===== config.mk =====
export PLATFORM = sky130hd
export DESIGN_NAME = unique_id_allocator
export DESIGN_NICKNAME = d
export VERILOG_FILES = /design/src/design/uia_pkg.sv /design/src/design/uia_lsb_find.sv /design/src/design/uia_free_map.sv /design/src/design/unique_id_allocator.sv
export SDC_FILE = /design/constraint.sdc
export NUM_CORES = 1
export LEC_CHECK = 0
export ABC_AREA = 1
export BUFFER_PORTS_ARGS = -buffer_cell sky130_fd_sc_hd__buf_2
export CAP_MARGIN = 20
export CELL_PAD_IN_SITES_DETAIL_PLACEMENT = 0
export CELL_PAD_IN_SITES_GLOBAL_PLACEMENT = 1
export CORE_ASPECT_RATIO = 1.2
export CORE_MARGIN = 2
export CORE_UTILIZATION = 41
export DETAILED_ROUTE_END_ITERATION = 6
export PLACE_DENSITY_LB_ADDON = 0.1
export SETUP_SLACK_MARGIN = 0.2
export SLEW_MARGIN = 5
export SYNTH_ARGS = -nofsm -noshare
export SYNTH_HDL_FRONTEND = slang
export SYNTH_HIERARCHICAL = 1
export SYNTH_SLANG_ARGS = --single-unit
export TNS_END_PERCENT = 5

===== constraint.sdc =====
create_clock -name clk -period 8.11 [get_ports clk]
set_input_delay 1.2165 -clock clk [delete_from_list [all_inputs] [get_ports clk]]
set_output_delay 1.2165 -clock clk [all_outputs]
set_load 0.01 [all_outputs]

===== src/design/uia_pkg.sv =====
// Shared types and constants of the unique identifier allocator.
`timescale 1ns / 1ps

package uia_pkg;

  localparam int ID_W      = 8;
  localparam int FRESH_W   = ID_W + 1;
  localparam int MAP_DEPTH = 1 << ID_W;
  localparam int WORD_W    = 16;
  localparam int BIT_IDX_W = $clog2(WORD_W);
  localparam int WORD_CNT  = MAP_DEPTH / WORD_W;
  localparam int WORD_IDX_W = $clog2(WORD_CNT);

  localparam logic CMD_ALLOC   = 1'b0;
  localparam logic CMD_RELEASE = 1'b1;

  localparam logic [1:0] STATUS_GRANTED   = 2'd0;
  localparam logic [1:0] STATUS_EXHAUSTED = 2'd1;
  localparam logic [1:0] STATUS_RELEASED  = 2'd2;
  localparam logic [1:0] STATUS_IGNORED   = 2'd3;

  typedef struct packed {
    logic            command;
    logic [ID_W-1:0] number;
  } in_beat_t;

  typedef struct packed {
    logic [ID_W-1:0] number_res;
    logic [1:0]      status;
  } out_beat_t;

  typedef struct packed {
    logic            set_en;
    logic            clr_en;
    logic [ID_W-1:0] addr;
  } map_ctrl_t;

  typedef enum logic [1:0] {
    ST_IDLE,
    ST_SCAN_SUM,
    ST_SCAN_WORD,
    ST_RELEASE
  } state_t;

endpackage


===== src/design/uia_lsb_find.sv =====
// Shared lowest-set-bit finder used for both the summary and the map words.
`timescale 1ns / 1ps

module uia_lsb_find (
  input  logic [uia_pkg::WORD_W-1:0]    vec,
  output logic                          found,
  output logic [uia_pkg::BIT_IDX_W-1:0] idx
);

  always_comb begin
    found = |vec;
    idx   = '0;
    for (int i = uia_pkg::WORD_W - 1; i >= 0; i--) begin
      if (vec[i]) begin
        idx = uia_pkg::BIT_IDX_W'(i);
      end
    end
  end

endmodule


===== src/design/uia_free_map.sv =====
// Free map storage as words with a summary of the words that hold a free bit.
`timescale 1ns / 1ps

module uia_free_map (
  input  logic                            clk,
  input  logic                            rst_n,
  input  uia_pkg::map_ctrl_t              ctrl,
  input  logic [uia_pkg::WORD_IDX_W-1:0]  rd_word,
  output logic [uia_pkg::WORD_W-1:0]      rd_data,
  output logic [uia_pkg::WORD_CNT-1:0]    summary
);

  logic [uia_pkg::WORD_W-1:0]     words_r [uia_pkg::WORD_CNT];
  logic [uia_pkg::WORD_CNT-1:0]   summary_r;
  logic [uia_pkg::WORD_IDX_W-1:0] wr_word;
  logic [uia_pkg::WORD_W-1:0]     bit_mask;
  logic [uia_pkg::WORD_W-1:0]     cur_word;

  assign wr_word  = ctrl.addr[uia_pkg::ID_W-1:uia_pkg::BIT_IDX_W];
  assign bit_mask = uia_pkg::WORD_W'(1) << ctrl.addr[uia_pkg::BIT_IDX_W-1:0];
  assign cur_word = words_r[wr_word];
  assign rd_data  = words_r[rd_word];
  assign summary  = summary_r;

  always_ff @(posedge clk) begin
    if (!rst_n) begin
      for (int i = 0; i < uia_pkg::WORD_CNT; i++) begin
        words_r[i] <= '0;
      end
      summary_r <= '0;
    end else if (ctrl.set_en) begin
      words_r[wr_word]   <= cur_word | bit_mask;
      summary_r[wr_word] <= 1'b1;
    end else if (ctrl.clr_en) begin
      words_r[wr_word]   <= cur_word & ~bit_mask;
      summary_r[wr_word] <= |(cur_word & ~bit_mask);
    end
  end

endmodule


===== src/design/unique_id_allocator.sv =====
// Top level of the unique identifier allocator with its command sequencer.
// An allocate reusing a released identifier scans the summary, then a word;
// a fresh grant or exhausted pool ends after the summary scan. A release uses
// its own state; busy is high from accept until the result cycle.
// One shared 16-bit lowest-set-bit finder scans the summary, then one word.
// Synchronous reset clears the free map and the high-water counter at once.
`timescale 1ns / 1ps

module unique_id_allocator #(
  parameter int ID_COUNT = 256
) (
  input  logic                clk,
  input  logic                rst_n,
  input  logic                start,
  output logic                busy,
  input  uia_pkg::in_beat_t   in_beat,
  output logic                out_valid,
  output uia_pkg::out_beat_t  out_beat
);

  localparam int POOL_INT = (ID_COUNT < uia_pkg::MAP_DEPTH) ? ID_COUNT : uia_pkg::MAP_DEPTH;
  localparam logic [uia_pkg::FRESH_W-1:0] POOL_LIMIT = uia_pkg::FRESH_W'(POOL_INT);

  uia_pkg::state_t                 state_r, state_nxt;
  uia_pkg::in_beat_t               req_r, req_nxt;
  logic [uia_pkg::WORD_IDX_W-1:0]  word_idx_r, word_idx_nxt;
  logic [uia_pkg::FRESH_W-1:0]     fresh_r, fresh_nxt;
  uia_pkg::out_beat_t              out_r, out_nxt;
  logic                            out_valid_r, out_valid_nxt;

  uia_pkg::map_ctrl_t              map_ctrl;
  logic [uia_pkg::WORD_W-1:0]      map_word;
  logic [uia_pkg::WORD_CNT-1:0]    map_summary;
  logic [uia_pkg::WORD_W-1:0]      lsb_vec;
  logic                            lsb_found;
  logic [uia_pkg::BIT_IDX_W-1:0]   lsb_idx;

  uia_free_map u_map (
    .clk     (clk),
    .rst_n   (rst_n),
    .ctrl    (map_ctrl),
    .rd_word (word_idx_r),
    .rd_data (map_word),
    .summary (map_summary)
  );

  uia_lsb_find u_find (
    .vec   (lsb_vec),
    .found (lsb_found),
    .idx   (lsb_idx)
  );

  assign busy      = (state_r != uia_pkg::ST_IDLE);
  assign out_valid = out_valid_r;
  assign out_beat  = out_r;

  always_comb begin
    state_nxt = state_r;
    case (state_r)
      uia_pkg::ST_IDLE: begin
        if (start) begin
          state_nxt = (in_beat.command == uia_pkg::CMD_RELEASE) ?
                      uia_pkg::ST_RELEASE : uia_pkg::ST_SCAN_SUM;
        end
      end
      uia_pkg::ST_SCAN_SUM: begin
        state_nxt = lsb_found ? uia_pkg::ST_SCAN_WORD : uia_pkg::ST_IDLE;
      end
      uia_pkg::ST_SCAN_WORD: state_nxt = uia_pkg::ST_IDLE;
      uia_pkg::ST_RELEASE:   state_nxt = uia_pkg::ST_IDLE;
      default:               state_nxt = uia_pkg::ST_IDLE;
    endcase
  end

  always_comb begin
    req_nxt       = req_r;
    word_idx_nxt  = word_idx_r;
    fresh_nxt     = fresh_r;
    out_nxt       = out_r;
    out_valid_nxt = 1'b0;
    map_ctrl      = '0;
    lsb_vec       = map_summary;
    case (state_r)
      uia_pkg::ST_IDLE: begin
        if (start) begin
          req_nxt = in_beat;
        end
      end
      uia_pkg::ST_SCAN_SUM: begin
        lsb_vec      = map_summary;
        word_idx_nxt = lsb_idx;
        if (!lsb_found) begin
          out_valid_nxt = 1'b1;
          if (fresh_r >= POOL_LIMIT) begin
            out_nxt.number_res = '0;
            out_nxt.status     = uia_pkg::STATUS_EXHAUSTED;
          end else begin
            out_nxt.number_res = fresh_r[uia_pkg::ID_W-1:0];
            out_nxt.status     = uia_pkg::STATUS_GRANTED;
            fresh_nxt          = fresh_r + uia_pkg::FRESH_W'(1);
          end
        end
      end
      uia_pkg::ST_SCAN_WORD: begin
        lsb_vec            = map_word;
        map_ctrl.clr_en    = 1'b1;
        map_ctrl.addr      = {word_idx_r, lsb_idx};
        out_valid_nxt      = 1'b1;
        out_nxt.number_res = {word_idx_r, lsb_idx};
        out_nxt.status     = uia_pkg::STATUS_GRANTED;
      end
      uia_pkg::ST_RELEASE: begin
        out_valid_nxt      = 1'b1;
        out_nxt.number_res = req_r.number;
        if ({1'b0, req_r.number} < fresh_r) begin
          map_ctrl.set_en = 1'b1;
          map_ctrl.addr   = req_r.number;
          out_nxt.status  = uia_pkg::STATUS_RELEASED;
        end else begin
          out_nxt.status  = uia_pkg::STATUS_IGNORED;
        end
      end
      default: begin
        out_valid_nxt = 1'b0;
      end
    endcase
  end

  always_ff @(posedge clk) begin
    if (!rst_n) begin
      state_r     <= uia_pkg::ST_IDLE;
      fresh_r     <= '0;
      out_valid_r <= 1'b0;
    end else begin
      state_r     <= state_nxt;
      fresh_r     <= fresh_nxt;
      out_valid_r <= out_valid_nxt;
    end
  end

  always_ff @(posedge clk) begin
    req_r      <= req_nxt;
    word_idx_r <= word_idx_nxt;
    out_r      <= out_nxt;
  end

  a_accept_busy: assert property (@(posedge clk) disable iff (!rst_n)
    (start && !busy) |=> busy)
    else $error("accepted command did not make the block busy");

  a_result_after_work: assert property (@(posedge clk) disable iff (!rst_n)
    out_valid_r |-> $past(state_r != uia_pkg::ST_IDLE))
    else $error("result strobe without a command in progress");

  a_grant_below_mark: assert property (@(posedge clk) disable iff (!rst_n)
    (out_valid_r && out_r.status == uia_pkg::STATUS_GRANTED) |->
    ({1'b0, out_r.number_res} < fresh_r))
    else $error("granted identifier lies at or above the high-water mark");

  a_exhausted_at_limit: assert property (@(posedge clk) disable iff (!rst_n)
    (out_valid_r && out_r.status == uia_pkg::STATUS_EXHAUSTED) |->
    (fresh_r == POOL_LIMIT && map_summary == '0))
    else $error("exhaustion reported while identifiers remain");

endmodule


==> impl_metrics.json, run 1 <==
{
  "num-fill-cells": 4229,
  "place_ws_ns": 2.42,
  "ys_ff_latch": 306,
  "setup_tns_ns": 0,
  "drive_gt1_share_pct": 7.85,
  "synth.cell_area_um2": 17200,
  "timing.critical_path.buf_inv": 6,
  "cp-end-kind": "flip-flop",
  "power_frac_comb_pct": 17.1,
  "fp.dieW_um": 191,
  "dpl.hpwl_um": 39000,
  "postSynthAreaPerCell_um2": 7.84,
  "synth_top_area_cell": "edfxtp_1",
  "ir_drop_mv": 0.139,
  "grt_max_degree": 74,
  "drtIter0Drc": 1636,
  "place_inst": 2673,
  "cp.depth": 21,
  "cts_tree": "yes",
  "path_cells": "inv_4 -> buf_4 -> a21oi_1 -> o21ai_0 -> o21ai_0 -> o221ai_1 -> nand2_1 -> nand2_1 -> nand2_1 -> nor3_1 -> inv_1 -> nor3_1 -> inv_1 -> nor2_1 -> o21bai_1 -> inv_1 -> nor2_1 -> inv_1 -> nand2_1 -> a21boi_2 -> nor2_1",
  "synth.distinct_cells": 36,
  "path_clk_slew_ns": 0.06,
  "synth_nets": 2212,
  "synth-async-reset-ratio_pct": 0,
  "power_frac_clock_pct": 39.1,
  "critical_path_class": "reg2reg",
  "io_pins": 24,
  "synthMostInstantiatedCell": "nand2_1",
  "stdcell_area_um2": 19000,
  "num-nets-final": 2186,
  "grt_pass1_wl_um": 95300,
  "power_density_nw_per_um2": 219,
  "report.final.slew_viol_count": 0,
  "initial_utilization_pct": 41.4,
  "wirelength_um": 64500,
  "finalCriticalPeriod_ns": 5.77,
  "cp_slowest_cell": "a21boi_2",
  "outcome": "finished clean",
  "die_area_um2": 43600,
  "synth_area_leaders": "edfxtp_1, nand2_1, nor2_1",
  "ys.flop_type": "edfxtp_1",
  "io_buffers": 23,
  "rsz0062_at_grt": "false",
  "synth_edf_count": 278,
  "cts_sinks": 306,
  "insertedDiodeCount": 0,
  "cts_buffers": 37,
  "p_seq_share_pct": 43.7,
  "root_buffer": "clkbuf_16",
  "syn_to_final_growth_pct": 10.3,
  "synth_top_cell_area_share_pct": 48.6,
  "ctsHoldBuffers": 0,
  "insertion_delay_ns": 0.57,
  "power.switching_w": 0.00126,
  "yosys_warnings": 6,
  "period_share_pct": 71.1,
  "worstPathArrival_ns": 6.04,
  "start_kind": "flip-flop",
  "grt_antenna_before_repair": 0,
  "swShare_pct": 30.4,
  "setup_violations": 0,
  "die_h_um": 228,
  "finish.utilization_pct": 45.6,
  "placed_cell_area_um2": 17800,
  "fin_cells": 2738,
  "critPathRequiredTime_ns": 8.38,
  "setup_ws_ns": 2.34,
  "grt_pass1_vias": 14800,
  "drc": 0,
  "rows": 82,
  "leakage_nw": 7.55,
  "ant_nets": 0,
  "clockBufferDepth": 3,
  "clock.fmax_ghz": 0.173,
  "reg2reg_depth": 21,
  "routabilityCongestion": 0.862,
  "tightest_slew_ns": 1.16,
  "drv_cap": 0,
  "critPathTopFamily": "compound AO/OA/AOI/OAI gates",
  "grt_overflow": 0,
  "track_usage_pct": 29.7,
  "via_per_inst": 5.68,
  "finalHoldViolCount": 0,
  "avgRoutedWirePerCell_um": 23.6,
  "postCtsSetupRepairBufs": 0,
  "worst-path-max-fanout": 62,
  "maxSlewHeadroom_pct": 22.8,
  "ys_seq_area_share_pct": 51.8,
  "clock_skew_ns": 0.0193,
  "yosys-top-cells-count": "nand2_1, nor2_1, edfxtp_1, o21ai_0, inv_1",
  "hold_path.class": "reg2reg",
  "htreeDepth": 2,
  "post_cts_resized": 0,
  "first_pass_iters": 6,
  "hold_depth": 2,
  "max_stage_delay_ns": 0.77,
  "vias": 15600,
  "core_area_um2": 41600,
  "intPower_w": 0.00290,
  "syn_inst": 2192
}
==> power by group through the flow <==
stage	Combinational, W	Clock (W)	Sequential [W]
2_1_floorplan	0.000451	0	0.00184
3_3_place_gp	0.000696	0	0.00185
3_5_place_dp	0.000702	0	0.00185
4_1_cts	0.000704	0.00166	0.00182
5_1_grt	0.000780	0.00171	0.00183
6_report	0.000713	0.00163	0.00182
==> layout make-up <==
| cell class | count | area [µm²] | area share (%) |
|---|---|---|---|
| Tap cell | 546 | 683 | 3.60 |
| Timing Repair Buffer | 76 | 533 | 2.81 |
| Multi-Input combinational cell | 1593 | 7110 | 37.5 |
| Clock buffer | 47 | 1010 | 5.31 |
| Sequential cell | 306 | 8910 | 47.0 |
| Inverter | 152 | 573 | 3.02 |
| Clock inverter | 18 | 145 | 0.766 |
==> worst register-to-register path: stages, from the launching register on <==
cell	delay, ns
edfxtp_1	0.44
inv_4	0.52
buf_4	0.54
a21oi_1	0.15
o21ai_0	0.15
o21ai_0	0.16
o221ai_1	0.43
nand2_1	0.18
nand2_1	0.12
nand2_1	0.11
nor3_1	0.19
inv_1	0.10
nor3_1	0.24
inv_1	0.09
nor2_1	0.10
o21bai_1	0.36
inv_1	0.31
nor2_1	0.29
inv_1	0.07
nand2_1	0.08
a21boi_2	0.77
nor2_1	0.11
==> routing by layer <==
metal / wire (µm) / share of wire [%] / track usage (%)
met1: 27000 / 42 / 40.3
met2: 31000 / 48 / 49.0
met3: 4270 / 6.6 / 3.00
met4: 2190 / 3.4 / 11.0
met5: 0 / 0 / 0
==> cells in the final DEF, fill, tap and decap left out, types with 7 or more instances in the layout <==
cell / instances
ha_1: 8
buf_4: 52
nor3_1: 11
dfxtp_1: 28
inv_2: 17
o221ai_1: 33
nand3_1: 38
o21bai_1: 7
clkbuf_1: 8
nor2_1: 410
o21ai_0: 223
o211ai_1: 29
edfxtp_1: 278
a21oi_2: 7
inv_1: 132
buf_2: 23
clkinv_2: 9
o22ai_1: 11
clkbuf_16: 39
nand4_1: 7
a22oi_1: 10
a21oi_1: 118
nand2_1: 657
==> state kept, by name, indices dropped and copies added, names as in the netlist <==
register and count:
req_r 8, state_r 2, fresh_r 9, out_valid 1, u_map/summary 16, u_map/words_r 256
word_idx_r 4, out_beat 10
==> stage by stage <==
step | power [W] | hold slack, ns
floorplan | 0.00229 | 0.489
global placement | 0.00255 | 0.510
detailed placement | 0.00255 | 0.522
CTS | 0.00418 | 0.531
global route | 0.00431 | 0.560
finish | 0.00416 | 0.533
==> kinds of logic after synthesis <==
group	after synthesis	share of synthesized area, %
buffers and inverters	293	6.92
and+or+nand+nor	1138	25.8
DFF	306	51.8
adders and majority gates	8	0.582
AOI/OAI and AO/OA	447	14.9
==> final timing paths <==
path                               startpoint               endpoint  slack (ns)
worst max register to register  word_idx_r[0]  u_map/words_r[10][14]        2.34
worst max-delay path            word_idx_r[0]  u_map/words_r[10][14]        2.34
worst min-delay path               fresh_r[3]             fresh_r[3]        0.53
worst min register to register     fresh_r[3]             fresh_r[3]        0.53
Power figures use the tool's default switching activity.
==> inputs of run 2 (changes only) <==
==> constraint.sdc (replaced) <==
create_clock -name clk -period 5.1 [get_ports clk]
set_input_delay 0.765 -clock clk [delete_from_list [all_inputs] [get_ports clk]]
set_output_delay 0.765 -clock clk [all_outputs]
set_load 0.01 [all_outputs]
==> run 2 against run 1 <==
Effect of this change: the run now ends with design-rule violations left; utilization grew 1.2 points; design area grew 2.7%; worst hold slack lost 0.14 ns; combinational power grew 74%; highest routed layer unchanged; worst setup slack lost 1.9 ns; critical endpoint is now u_map/summary[1]; global-route usage grew 0.56 points.
==> impl_metrics.json, run 2 (synthesis results as in run 1) <==
{
  "layout_common_cells": "nand2_1, nor2_1, edfxtp_1, o21ai_0, inv_1",
  "report.final.slew_viol_count": 0,
  "start_kind": "flip-flop",
  "drv_cap": 0,
  "ant_nets": 0,
  "rows": 82,
  "leakage_nw": 7.81,
  "maxSlewHeadroom_pct": 25.6,
  "setup_violations": 0,
  "die_area_um2": 43600,
  "stdcell_area_um2": 19500,
  "worst-path-max-fanout": 28,
  "path_clk_slew_ns": 0.06,
  "max_stage_delay_ns": 0.53,
  "drtIter0Drc": 1626,
  "finalHoldViolCount": 0,
  "io_buffers": 23,
  "htreeDepth": 2,
  "clock.fmax_ghz": 0.214,
  "tightest_slew_ns": 1.12,
  "worstPathArrival_ns": 5.11,
  "grt_overflow": 0,
  "cp-end-kind": "flip-flop",
  "initial_utilization_pct": 41.4,
  "critical_path_class": "reg2reg",
  "die_h_um": 228,
  "largest_reg_flops": 256,
  "insertion_delay_ns": 0.56,
  "cp_slowest_cell": "edfxtp_1",
  "syn_to_final_growth_pct": 13.3,
  "ir_drop_mv": 0.241,
  "hold_path.class": "in2reg",
  "root_buffer": "clkbuf_16",
  "num-nets-final": 2230,
  "drive_gt1_share_pct": 9.80,
  "core_area_um2": 41600,
  "period_share_pct": 91.6,
  "cts_tree": "yes",
  "io_pins": 24,
  "power_density_nw_per_um2": 343,
  "insertedDiodeCount": 0,
  "cts_buffers": 36,
  "wirelength_um": 66500,
  "ctsHoldBuffers": 0,
  "track_usage_pct": 30.3,
  "violations": "design-rule violations",
  "placed_cell_area_um2": 18200,
  "setup_tns_ns": 0,
  "vias": 15800,
  "rsz0062_at_grt": "true",
  "routabilityCongestion": 0.891,
  "first_pass_iters": 7,
  "fp.dieW_um": 191,
  "finalCriticalPeriod_ns": 4.67,
  "cpMostUsedCell": "nor2_1",
  "via_per_inst": 5.69,
  "grt_max_degree": 129,
  "cts_sinks": 306,
  "avgRoutedWirePerCell_um": 23.9,
  "largest_register": "u_map/words_r",
  "grt_pass1_wl_um": 96500,
  "grt_antenna_before_repair": 0,
  "dpl.hpwl_um": 40000,
  "grt_pass1_vias": 15400,
  "num-fill-cells": 4119,
  "critPathRequiredTime_ns": 5.54,
  "clockBufferDepth": 3,
  "drc": 20,
  "clock_skew_ns": 0.0114,
  "layout_commonest_cell": "nand2_1",
  "outcome": "finished with violations"
}
## run 2: cell types whose count changed in the layout (fill, tap and decap cells not counted), moves of 2 or more
cell	change
buf_4	+32
buf_12	+6
buf_6	+2
clkinv_2	-2
clkinv_4	+2
clkinvlp_4	+2
inv_2	-2
nor3_1	-2
nor3_2	+2
## run 2: layout make-up
type                       instances  area (µm²)  area share (%)
sequential                       306        8910            45.7
multi-input combinational       1593        7140            36.7
timing repair buffer             119         998            5.13
clock buffer                      44         952            4.89
tap                              546         683            3.51
inverter                         152         607            3.12
clock inverter                    18         179           0.919
timing repair inverter             2        10.0          0.0514
## run 2: per-layer routing
| layer | wire length [µm] | GRT usage, % |
|---|---|---|
| met5 | 0 | 0 |
| met1 | 26800 | 39.0 |
| met4 | 2920 | 13.3 |
| met3 | 5020 | 4.35 |
| met2 | 31700 | 50.4 |
## run 2: worst paths after layout
check,startpoint,endpoint,cells past startpoint,slack [ns]
min reg2reg,fresh_r[7],fresh_r[7],2,0.53
min,in_beat[6],req_r[6],1,0.39
max reg2reg,word_idx_r[1],u_map/summary[1],28,0.43
max,word_idx_r[1],u_map/summary[1],28,0.43
## run 2: where the power goes
part           switching, W  internal, W
Combinational      0.000901     0.000342
Sequential        0.0000593      0.00284
Clock               0.00106      0.00148
## run 2: timing repair
action                     CTS  global route
pin swaps                    0             1
gates cloned                 1             4
setup buffers                2             2
setup endpoints to repair   15            52
resized for setup            6            13
## run 2: through the flow
step	util [%]	total power [W]	worst slack [ns]	hold WS [ns]	std cells
after global placement	43.7	0.00413	0.0489	0.516	2709
final	46.9	0.00668	0.429	0.392	2780
after CTS	46.6	0.00668	0.207	0.373	2774
after global routing	46.9	0.00693	0.196	0.374	2780
after floorplan	-	0.00365	1.07	0.489	2192
after detailed placement	43.7	0.00413	0.00506	0.520	2709
## run 2: worst max-delay path: cells and delay by family, from the launching register on
kind	cells	cell delay (ns)
simple gates	14	2.00
buf+inv	8	1.22
compound gates	6	0.79
flops	1	0.53
